==> config.mk <==
export PLATFORM = sky130hd
export DESIGN_NAME = arp_cache_and_responder
export DESIGN_NICKNAME = d
export VERILOG_FILES = /design/src/sv/arpc_pkg.sv /design/src/sv/arpc_ram.sv /design/src/sv/arpc_front.sv /design/src/sv/arpc_fifo.sv /design/src/sv/arpc_back.sv /design/src/sv/arp_cache_and_responder.sv
export SDC_FILE = /design/constraint.sdc
export NUM_CORES = 2
export LEC_CHECK = 0
export ABC_CLOCK_PERIOD_IN_PS = 15600
export BUFFER_PORTS_ARGS = -buffer_cell sky130_fd_sc_hd__buf_4
export CAP_MARGIN = 15
export CORE_ASPECT_RATIO = 1.25
export CORE_UTILIZATION = 55
export DETAILED_ROUTE_END_ITERATION = 7
export PLACE_DENSITY = 0.72
export SKIP_CTS_REPAIR_TIMING = 1
export SYNTH_ARGS = -nofsm -noshare
export SYNTH_HDL_FRONTEND = slang
export SYNTH_SLANG_ARGS = --single-unit
==> constraint.sdc <==
create_clock -name i_clk -period 15.6 [get_ports i_clk]
set_input_delay 2.34 -clock i_clk [delete_from_list [all_inputs] [get_ports i_clk]]
set_output_delay 2.34 -clock i_clk [all_outputs]
set_load 0.02 [all_outputs]
==> src/sv/arpc_pkg.sv <==
package arpc_pkg;

    localparam int unsigned CFG_INDEX_W = 1;
    localparam int unsigned CFG_DATA_W  = 48;
    localparam logic [CFG_INDEX_W-1:0] CFG_STATION_IP = 1'b0;

    localparam logic        OP_RESOLVE  = 1'b0;
    localparam logic [15:0] OPC_REQUEST = 16'd1;
    localparam logic [15:0] OPC_REPLY   = 16'd2;

    localparam logic [1:0] ACT_ANSWER  = 2'd0;
    localparam logic [1:0] ACT_REQUEST = 2'd1;
    localparam logic [1:0] ACT_REPLY   = 2'd2;
    localparam logic [1:0] ACT_FULL    = 2'd3;

    localparam logic [7:0]  BCAST_BYTE = 8'hff;
    localparam logic [47:0] BCAST_MAC  = {6{BCAST_BYTE}};

    localparam int unsigned QUEUE_DEPTH = 2;

    typedef struct packed {
        logic        op;
        logic [15:0] arp_opcode;
        logic [31:0] target_ip;
        logic [31:0] sender_ip;
        logic [47:0] sender_mac;
        logic [15:0] client_id;
    } t_in_word;

    typedef struct packed {
        logic [1:0]  action;
        logic [31:0] out_ip;
        logic [47:0] out_mac;
        logic [15:0] out_client;
    } t_out_word;

    typedef enum logic [1:0] {
        CMD_RESOLVE,
        CMD_LEARN,
        CMD_RESPOND
    } t_cmd_kind;

    typedef struct packed {
        t_cmd_kind   kind;
        logic [31:0] ip;
        logic [47:0] mac;
        logic [15:0] client;
    } t_cmd;

endpackage

==> src/sv/arpc_ram.sv <==
module arpc_ram #(
    parameter int unsigned WIDTH = 65,
    parameter int unsigned DEPTH = 16
) (
    input  logic                     i_clk,
    input  logic                     i_wr_en,
    input  logic [$clog2(DEPTH)-1:0] i_wr_addr,
    input  logic [WIDTH-1:0]         i_wr_data,
    input  logic                     i_rd_en,
    input  logic [$clog2(DEPTH)-1:0] i_rd_addr,
    output logic [WIDTH-1:0]         o_rd_data
);

    logic [WIDTH-1:0] r_mem [DEPTH];
    logic [WIDTH-1:0] r_rd_data;

    always_ff @(posedge i_clk) begin
        if (i_wr_en) begin
            r_mem[i_wr_addr] <= i_wr_data;
        end
        if (i_rd_en) begin
            r_rd_data <= r_mem[i_rd_addr];
        end
    end

    assign o_rd_data = r_rd_data;

endmodule

==> src/sv/arpc_front.sv <==
module arpc_front (
    input  logic                                 i_clk,
    input  logic                                 i_rst_n,
    input  logic                                 i_cfg_wr_en,
    input  logic [arpc_pkg::CFG_INDEX_W-1:0]     i_cfg_index,
    input  logic [arpc_pkg::CFG_DATA_W-1:0]      i_cfg_data,
    input  logic                                 i_in_valid,
    output logic                                 o_in_stall,
    input  arpc_pkg::t_in_word                   i_in_word,
    output logic                                 o_cmd_valid,
    input  logic                                 i_cmd_full,
    output arpc_pkg::t_cmd                       o_cmd
);

    import arpc_pkg::*;

    logic [31:0] r_station_ip;
    logic        r_valid;
    t_cmd        r_cmd;

    logic        w_push;
    logic        w_accept;
    logic        w_keep;
    t_cmd        w_cmd;

    assign w_push     = r_valid && !i_cmd_full;
    assign o_in_stall = r_valid && i_cmd_full;
    assign w_accept   = i_in_valid && !o_in_stall;

    // classify: drop frames that need no work
    always_comb begin
        w_keep       = 1'b0;
        w_cmd.kind   = CMD_RESOLVE;
        w_cmd.ip     = i_in_word.target_ip;
        w_cmd.mac    = i_in_word.sender_mac;
        w_cmd.client = i_in_word.client_id;
        if (i_in_word.op == OP_RESOLVE) begin
            w_keep = 1'b1;
        end else if (i_in_word.arp_opcode == OPC_REQUEST) begin
            w_keep     = (i_in_word.target_ip == r_station_ip);
            w_cmd.kind = CMD_RESPOND;
            w_cmd.ip   = i_in_word.sender_ip;
        end else if (i_in_word.arp_opcode == OPC_REPLY) begin
            w_keep     = 1'b1;
            w_cmd.kind = CMD_LEARN;
            w_cmd.ip   = i_in_word.sender_ip;
        end
    end

    always_ff @(posedge i_clk) begin
        if (!i_rst_n) begin
            r_station_ip <= '0;
            r_valid      <= 1'b0;
        end else begin
            if (i_cfg_wr_en && (i_cfg_index == CFG_STATION_IP)) begin
                r_station_ip <= i_cfg_data[31:0];
            end
            if (w_accept && w_keep) begin
                r_valid <= 1'b1;
                r_cmd   <= w_cmd;
            end else if (w_push) begin
                r_valid <= 1'b0;
            end
        end
    end

    assign o_cmd_valid = r_valid;
    assign o_cmd       = r_cmd;

endmodule

==> src/sv/arpc_fifo.sv <==
module arpc_fifo (
    input  logic          i_clk,
    input  logic          i_rst_n,
    input  logic          i_push,
    input  arpc_pkg::t_cmd i_wr_cmd,
    output logic          o_full,
    input  logic          i_pop,
    output arpc_pkg::t_cmd o_rd_cmd,
    output logic          o_empty
);

    import arpc_pkg::*;

    localparam int unsigned PW = $clog2(QUEUE_DEPTH);
    localparam int unsigned CW = $clog2(QUEUE_DEPTH + 1);

    t_cmd          r_mem [QUEUE_DEPTH];
    logic [PW-1:0] r_wr_ptr;
    logic [PW-1:0] r_rd_ptr;
    logic [CW-1:0] r_count;

    logic w_wr;
    logic w_rd;

    assign o_full  = (r_count == CW'(QUEUE_DEPTH));
    assign o_empty = (r_count == '0);
    assign w_wr    = i_push && !o_full;
    assign w_rd    = i_pop && !o_empty;

    always_ff @(posedge i_clk) begin
        if (!i_rst_n) begin
            r_wr_ptr <= '0;
            r_rd_ptr <= '0;
            r_count  <= '0;
        end else begin
            if (w_wr) begin
                r_mem[r_wr_ptr] <= i_wr_cmd;
                r_wr_ptr        <= r_wr_ptr + 1'b1;
            end
            if (w_rd) begin
                r_rd_ptr <= r_rd_ptr + 1'b1;
            end
            if (w_wr && !w_rd) begin
                r_count <= r_count + 1'b1;
            end else if (w_rd && !w_wr) begin
                r_count <= r_count - 1'b1;
            end
        end
    end

    assign o_rd_cmd = r_mem[r_rd_ptr];

endmodule

==> src/sv/arpc_back.sv <==
module arpc_back #(
    parameter int unsigned TABLE_ENTRIES = 16
) (
    input  logic                i_clk,
    input  logic                i_rst_n,
    input  arpc_pkg::t_cmd      i_cmd,
    input  logic                i_cmd_empty,
    output logic                o_cmd_pop,
    output logic                o_out_valid,
    input  logic                i_out_stall,
    output arpc_pkg::t_out_word o_out_word
);

    import arpc_pkg::*;

    localparam int unsigned IW = $clog2(TABLE_ENTRIES);
    localparam int unsigned FW = $clog2(TABLE_ENTRIES + 1);

    typedef struct packed {
        logic        complete;
        logic [15:0] client;
        logic [47:0] mac;
    } t_entry;

    localparam int unsigned EW = $bits(t_entry);

    typedef enum logic {
        S_LOOK,
        S_EXEC
    } t_state;

    t_state      r_state;
    logic [31:0] r_entry_ip [TABLE_ENTRIES];
    logic [FW-1:0] r_fill;
    t_cmd        r_cmd;
    logic        r_hit;
    logic [IW-1:0] r_idx;
    logic        r_out_valid;
    t_out_word   r_out_word;

    logic [TABLE_ENTRIES-1:0] w_hit;
    logic [IW-1:0] w_hit_idx;
    logic          w_any_hit;
    logic          w_full;
    logic          w_go;
    logic [EW-1:0] w_rd_raw;
    t_entry        w_rd;
    logic          w_wr_en;
    t_entry        w_wr_data;
    logic          w_alloc;
    logic          w_emit;
    t_out_word     w_out;

    always_comb begin
        w_hit_idx = '0;
        for (int i = 0; i < TABLE_ENTRIES; i++) begin
            w_hit[i] = (FW'(i) < r_fill) && (r_entry_ip[i] == i_cmd.ip);
            if (w_hit[i]) begin
                w_hit_idx = w_hit_idx | IW'(i);
            end
        end
    end

    assign w_any_hit = |w_hit;
    assign w_full    = (r_fill == FW'(TABLE_ENTRIES));
    assign o_cmd_pop = (r_state == S_LOOK) && !i_cmd_empty;
    assign w_go      = (r_state == S_EXEC) && (!r_out_valid || !i_out_stall);
    assign w_rd      = t_entry'(w_rd_raw);

    arpc_ram #(
        .WIDTH (EW),
        .DEPTH (TABLE_ENTRIES)
    ) u_entry_ram (
        .i_clk     (i_clk),
        .i_wr_en   (w_go && w_wr_en),
        .i_wr_addr (r_idx),
        .i_wr_data (w_wr_data),
        .i_rd_en   (o_cmd_pop),
        .i_rd_addr (w_hit_idx),
        .o_rd_data (w_rd_raw)
    );

    always_comb begin
        w_wr_en          = 1'b0;
        w_wr_data        = w_rd;
        w_alloc          = 1'b0;
        w_emit           = 1'b0;
        w_out.action     = ACT_ANSWER;
        w_out.out_ip     = r_cmd.ip;
        w_out.out_mac    = '0;
        w_out.out_client = '0;
        case (r_cmd.kind)
            CMD_RESOLVE: begin
                w_emit = 1'b1;
                if (r_hit && w_rd.complete) begin
                    w_out.out_mac    = w_rd.mac;
                    w_out.out_client = r_cmd.client;
                end else if (!r_hit && w_full) begin
                    w_out.action = ACT_FULL;
                end else begin
                    w_wr_en          = 1'b1;
                    w_wr_data.client = r_cmd.client;
                    if (!r_hit) begin
                        w_alloc            = 1'b1;
                        w_wr_data.complete = 1'b0;
                        w_wr_data.mac      = '0;
                    end
                    w_out.action  = ACT_REQUEST;
                    w_out.out_mac = BCAST_MAC;
                end
            end
            CMD_LEARN: begin
                if (r_hit) begin
                    w_wr_en            = 1'b1;
                    w_wr_data.complete = 1'b1;
                    w_wr_data.mac      = r_cmd.mac;
                    w_emit             = !w_rd.complete;
                    w_out.out_mac      = r_cmd.mac;
                    w_out.out_client   = w_rd.client;
                end else if (w_full) begin
                    w_emit       = 1'b1;
                    w_out.action = ACT_FULL;
                end else begin
                    w_wr_en            = 1'b1;
                    w_alloc            = 1'b1;
                    w_wr_data.complete = 1'b1;
                    w_wr_data.client   = '0;
                    w_wr_data.mac      = r_cmd.mac;
                end
            end
            CMD_RESPOND: begin
                w_emit        = 1'b1;
                w_out.action  = ACT_REPLY;
                w_out.out_mac = r_cmd.mac;
            end
            default: begin
                w_emit = 1'b0;
            end
        endcase
    end

    always_ff @(posedge i_clk) begin
        if (!i_rst_n) begin
            r_state     <= S_LOOK;
            r_fill      <= '0;
            r_out_valid <= 1'b0;
        end else begin
            if (w_go && w_emit) begin
                r_out_valid <= 1'b1;
                r_out_word  <= w_out;
            end else if (!i_out_stall) begin
                r_out_valid <= 1'b0;
            end
            case (r_state)
                S_LOOK: begin
                    if (o_cmd_pop) begin
                        r_cmd   <= i_cmd;
                        r_hit   <= w_any_hit;
                        r_idx   <= w_any_hit ? w_hit_idx : r_fill[IW-1:0];
                        r_state <= S_EXEC;
                    end
                end
                S_EXEC: begin
                    if (w_go) begin
                        if (w_alloc) begin
                            r_entry_ip[r_idx] <= r_cmd.ip;
                            r_fill            <= r_fill + 1'b1;
                        end
                        r_state <= S_LOOK;
                    end
                end
                default: begin
                    r_state <= S_LOOK;
                end
            endcase
        end
    end

    assign o_out_valid = r_out_valid;
    assign o_out_word  = r_out_word;

endmodule

==> src/sv/arp_cache_and_responder.sv <==
// An accepted word passes the front command register, the queue, the table unit's lookup
// registers and output register. The table unit takes one word at a time (IP match and
// entry read, then entry update); words that need no work are dropped at the front.
// Reset: synchronous, active low; clears fill count, queue, handshakes and station IP.
// Entry contents are not cleared; entries beyond the fill count are never matched.
module arp_cache_and_responder #(
    parameter int unsigned TABLE_ENTRIES = 16
) (
    input  logic                             i_clk,
    input  logic                             i_rst_n,
    input  logic                             i_cfg_wr_en,
    input  logic [arpc_pkg::CFG_INDEX_W-1:0] i_cfg_index,
    input  logic [arpc_pkg::CFG_DATA_W-1:0]  i_cfg_data,
    input  logic                             i_in_valid,
    output logic                             o_in_stall,
    input  arpc_pkg::t_in_word               i_in_word,
    output logic                             o_out_valid,
    input  logic                             i_out_stall,
    output arpc_pkg::t_out_word              o_out_word
);

    import arpc_pkg::*;

    logic w_push;
    logic w_full;
    logic w_pop;
    logic w_empty;
    t_cmd w_front_cmd;
    t_cmd w_queue_cmd;

    arpc_front u_front (
        .i_clk       (i_clk),
        .i_rst_n     (i_rst_n),
        .i_cfg_wr_en (i_cfg_wr_en),
        .i_cfg_index (i_cfg_index),
        .i_cfg_data  (i_cfg_data),
        .i_in_valid  (i_in_valid),
        .o_in_stall  (o_in_stall),
        .i_in_word   (i_in_word),
        .o_cmd_valid (w_push),
        .i_cmd_full  (w_full),
        .o_cmd       (w_front_cmd)
    );

    arpc_fifo u_fifo (
        .i_clk    (i_clk),
        .i_rst_n  (i_rst_n),
        .i_push   (w_push),
        .i_wr_cmd (w_front_cmd),
        .o_full   (w_full),
        .i_pop    (w_pop),
        .o_rd_cmd (w_queue_cmd),
        .o_empty  (w_empty)
    );

    arpc_back #(
        .TABLE_ENTRIES (TABLE_ENTRIES)
    ) u_back (
        .i_clk       (i_clk),
        .i_rst_n     (i_rst_n),
        .i_cmd       (w_queue_cmd),
        .i_cmd_empty (w_empty),
        .o_cmd_pop   (w_pop),
        .o_out_valid (o_out_valid),
        .i_out_stall (i_out_stall),
        .o_out_word  (o_out_word)
    );

endmodule
### After elaboration in Yosys (flattened, before gate mapping)

Memory sizes are Yosys's and may differ from the RTL's. A register that Yosys moved wholly into a read port is not among the register bits.
Cells that the tools add are included.

* bitwise operators: 3
* equal/unequal tests: 24
* add/subtract/negate cells: 5
* muxes and demuxes: 76
* $lt $le $gt $ge: 16
* reductions and logical operators: 51

Operators with widths (count)
* equality test 32 bit: 17
* two-way mux 65 bit: 3
* two-way mux 48 bit: 4
* case mux 48 bit (3 select lines): 1
* case mux 65 bit (2 select lines): 1
* two-way mux 64 bit: 1
* < comparator 4 x 5 -> 1 bit, first input constant: 8
* two-way mux 4 bit: 9
* two-way mux 1 bit: 34
* two-way mux 34 bit: 1
* two-way mux 33 bit: 1
* two-way mux 16 bit: 2
* two-way mux 32 bit: 1
* case mux 16 bit (2 select lines): 1
* logical AND 1 bit: 30
* < comparator 3 x 5 -> 1 bit, first input constant: 4
* equality test 16 x 1 -> 1 bit, second input constant: 1
* equality test 16 x 2 -> 1 bit, second input constant: 1
* two-way mux 2 bit: 8
* OR reduction 16 bit: 1
* two-way mux 3 bit: 4
* < comparator 1 x 5 -> 1 bit, first input constant: 2
* < comparator 2 x 5 -> 1 bit, first input constant: 2
* logical NOT 1 bit: 9
* 17 further kinds: 29

* memories: 3
* input bits: 199
* RAM bits: 1748
* output and inout bits: 100
* register bits after elaboration: 343
* word-level logic and storage cells: 201

Memory list
* u_back.u_entry_ram.r_mem: words 16, bits a word 65, rd ports 1, clocked after memory_dff 1, write ports 1, RTL line arpc_ram.sv:14 `logic [WIDTH-1:0] r_mem [DEPTH];`
* u_back.r_entry_ip: words 16, bits a word 32, rd ports 16, clocked after memory_dff 0, write ports 1, RTL line arpc_back.sv:33 `logic [31:0] r_entry_ip [TABLE_ENTRIES];`
* u_fifo.r_mem: words 2, bits a word 98, rd ports 1, clocked after memory_dff 1, write ports 1, RTL line arpc_fifo.sv:17 `t_cmd r_mem [QUEUE_DEPTH];`

### Logic depth before layout (Yosys ltp)

An unclocked memory read counts as a cell.

* depth after elaboration: 19
* gate-level depth with buffers: 17
* mapped depth without buffers: 11

### By module

A second synthesis with hierarchy kept.

* cell total of the unflattened synthesis: 4328
* area total of the unflattened synthesis: 83585.2 µm²

By module, submodules not included
* arpc_ram: area an instance 40894.2 µm², seq. area each 33181.8 µm², cells each 1673, instances 1
* arpc_back: area an instance 30239.0 µm², seq. area each 21550.7 µm², cells each 1985, instances 1
* arpc_fifo: area an instance 7304.5 µm², seq. area each 5985.7 µm², cells each 330, instances 1
* arpc_front: area an instance 5147.4 µm², seq. area each 3603.5 µm², cells each 340, instances 1

### Least setup slack after synthesis

No wires, ideal clock.

* path kind: in2reg
* start: input port i_in_word[104] (netlist name)
* end: register u_front.r_cmd (netlist bit u_front.o_cmd[0]) (enable)
* setup time: 0.556 ns
* path buffers: 0
* stages on the path: 8
* required time: 15.044 ns
* setup slack: 7.533 ns
* arrival time: 7.512 ns
* path through: xor2_1 -> nor4_1 -> nand4_1 -> nor4_1 -> a21boi_0 -> o21ai_0 -> nand3_1 -> nor2_1

* longest elaborated chain between the ends: 5

Ends and longest elaborated chain
* from (decl): RTL line arp_cache_and_responder.sv:16 `input arpc_pkg::t_in_word i_in_word,`
* equality test 32 bit: RTL line arpc_front.sv:40 `w_keep = (i_in_word.target_ip == r_station_ip);`
* two-way mux 1 bit: RTL line arpc_front.sv:39 `end else if (i_in_word.arp_opcode == OPC_REQUEST) begin`
* two-way mux 1 bit: RTL line arpc_front.sv:37 `if (i_in_word.op == OP_RESOLVE) begin`
* logical AND 1 bit: RTL line arpc_front.sv:58 `if (w_accept && w_keep) begin`
* AND reduction 2 bit (no source line)
* to (signal assigned): RTL line arpc_front.sv:60 `r_cmd <= w_cmd;`
* to (decl): RTL line arpc_front.sv:19 `t_cmd r_cmd;`

No other way between the ends.
A chain may end at the register's enable or synchronous reset.

==> out/results.ini <==
[outcome]
status=complete, no violations

[place]
placed_area_mm2=0.0927
place.gp.congestion=0.963
port_buffers=282
dpl.hpwl_um=143000

[worst_setup_path]
path_class=reg -> reg
start_kind=flip-flop
r2r_cells=15
crit_fanout=128
worstPathRequired_ns=16.17
crit_arrival_ns=7.86
cp-end-kind=flip-flop

[sta]
timing.setup.tns_ns=0
hold_violations=0
period_share=0.467
period_minus_slack_ns=7.29
finalSetupViolCount=0
worst_slew_pin_slew_ns=1.33
maxSlewHeadroom=0.114
rsz0062_at_grt=no
slew_violations=0
skew_ns=0.0627
fmax_mhz=137

[finish]
nNetsFinal=6085
multi_input_area_mm2=0.0223
fin_util=0.626
drive_gt1_frac=0.189
seq_area_mm2=0.0643
stdcell_area_mm2=0.0993
areaGrowthSynthToFinish_pct=12.7
fill_cells=11200

[power_and_ir_drop]
p_leak_uw=0.0322
power.density_mw_per_mm2=143
vdd_drop_max_v=0.000123

[global_routing]
grt_overflow_total=0
grt_usage=0.319
grt_pass1_vias=52200
antenna_found_initial=7
grt_pass1_wl_um=367000
grt_max_degree=193

[synth]
async_reset_ff_frac=0
synthTopCellsByArea=edfxtp_1 72%, xnor2_1 5.0%, mux2_2 2.8%
yosysTopAreaCellShare=0.720
synth_top_family_by_area=compound AO/OA/AOI/OAI gates
netlist_instances=5596
yosys_warnings=0
synth-edff-count=2112
synth.largest_area_cell=edfxtp_1
synth_area_mm2=0.0881
ys_ff_latch=2157
synth_top_flop_cell=edfxtp_1
synth_fa_ha_area_frac=0.000426
synth-compound-area-share=0.0718
postSynthAreaPerCell_um2=15.7
ys_seq_area_frac=0.730
synth_mux_area_frac=0.0511
synth_nets=5798
yosysUniqueCellTypes=68
synth-xor-area-share=0.0548
synth-simple-area-share=0.0705

[cts]
ctsHtreeMaxLevel=4
cts_tree=built
numCtsBuffers=200
clk_pin_slew_ns=0.07
clock-sinks=2157
cts-root-buf=clkbuf_16
clk-insertion-delay-late_ns=0.86
clockBufferDepth=3

[floorplan]
start_util=0.556
die_w_um=360
coreArea_mm2=0.158
rows=163
ios=299
die-height_um=449
dieArea_mm2=0.162

[detailed_routing]
wire_per_inst_um=32.2
drt_pass1_iterations=6
totalWireLength_um=261000
vias=53300
drt_iter0_drc=7475
via_per_inst=6.57
ant_nets=0
drc=0

[job]
drv_cap=0

[hold_path]
hold_path.class=reg -> reg
whs_path_depth=0

flip-flops by register name, indices dropped and copies added (netlist names), named ones only:
register / cells
u_back.r_idx: 4
u_front.o_cmd_valid: 1
u_back.u_entry_ram.r_mem: 1040
u_back.r_cmd: 98
u_back.r_hit: 1
u_back.o_out_valid: 1
u_fifo.r_rd_ptr: 1
u_fifo.r_count: 2
u_fifo.r_mem: 196
u_back.u_entry_ram.o_rd_data: 65
u_back.o_out_word: 98
u_back.r_state: 1
u_front.r_station_ip: 32
u_fifo.r_wr_ptr: 1
u_back.r_entry_ip: 512
u_back.r_fill: 5
u_front.o_cmd: 98
cell usage after synthesis, types with 56 or more instances:
cell      number
edfxtp_1    2112
xnor2_1      504
nand3_1      472
o21ai_0      310
nand2_1      267
mux2_2       222
clkbuf_1     219
nor4_1       216
a211oi_1     142
mux2i_1      139
nor2_1       121
o211ai_1      65
o22a_1        65
a21oi_1       59
buf_2         56
layout make-up:
class                      instances  area share
inverter                          39     0.00150
timing repair buffer             435      0.0337
clock inverter                   123      0.0128
tap                             2062      0.0260
antenna                            4    0.000101
clock buffer                     242      0.0530
sequential                      2157       0.648
multi-input combinational       3050       0.225
worst max-delay path: stages, from the launching register on:
cell       delay (ns)
dfxtp_4          0.62
buf_4            0.73
mux2i_4          0.33
buf_4            0.50
xnor2_1          0.23
nor4_1           0.10
nand4_1          0.11
nor3_1           0.15
or4_4            0.64
nor2_4           0.10
buf_4            0.63
buf_12           0.71
buf_4            0.68
mux2_2           0.40
a2111oi_1        0.63
nand3_1          0.13
power breakdown:
group / switching [uW] / internal [uW]
Combinational: 1480 / 466
Sequential: 242 / 7130
Clock: 2150 / 2750
path summary, 6_finish.rpt:
check                     from                          endpoint  slack [ns]
max                  flip-flop  u_back.u_entry_ram.o_rd_data[58]        8.31
min          u_front.o_cmd[10]               u_fifo.r_mem[1][10]        0.44
max reg2reg          flip-flop  u_back.u_entry_ram.o_rd_data[58]        8.31
min reg2reg  u_front.o_cmd[10]               u_fifo.r_mem[1][10]        0.44
metrics by stage:
step / total power (uW) / worst slack [ns] / std cells / hold slack, ns
2_1_floorplan: 8400 / 7.53 / 5596 / 0.421
3_3_place_gp: 9320 / 8.39 / 7740 / 0.424
3_5_place_dp: 9360 / 8.32 / 7743 / 0.430
4_1_cts: 14200 / 8.34 / 8108 / 0.443
5_1_grt: 14500 / 8.08 / 8110 / 0.452
6_report: 14200 / 8.31 / 8112 / 0.442
cell usage in the layout (no fill, tap or decap), drive strengths merged, types with 21 or more instances in the layout:
cell        n
edfxtp   2112
xnor2     504
nand3     473
buf       434
o21ai     314
nand2     267
clkbuf    242
mux2      228
nor4      218
a211oi    196
mux2i     163
nor2      122
clkinv     83
a2111oi    73
o211ai     66
o22a       65
a21oi      59
nand4      54
xor2       47
inv        47
dfxtp      45
nor3       39
a21boi     36
bufinv     21
kinds of logic after synthesis:
group	Yosys count
buffers and inverters	389
adders and majority gates	3
muxes	391
and+or+nand+nor	1240
AOI/OAI and AO/OA	865
DFF	2157
xor gates and xnor gates	551
layer usage:
metal | track usage | part of all wire
met4 | 0.195 | 0.066
met2 | 0.512 | 0.48
met1 | 0.401 | 0.35
met3 | 0.0611 | 0.10
met5 | 0 | 0.000050
Note: power is estimated with default switching activity, not from simulation.
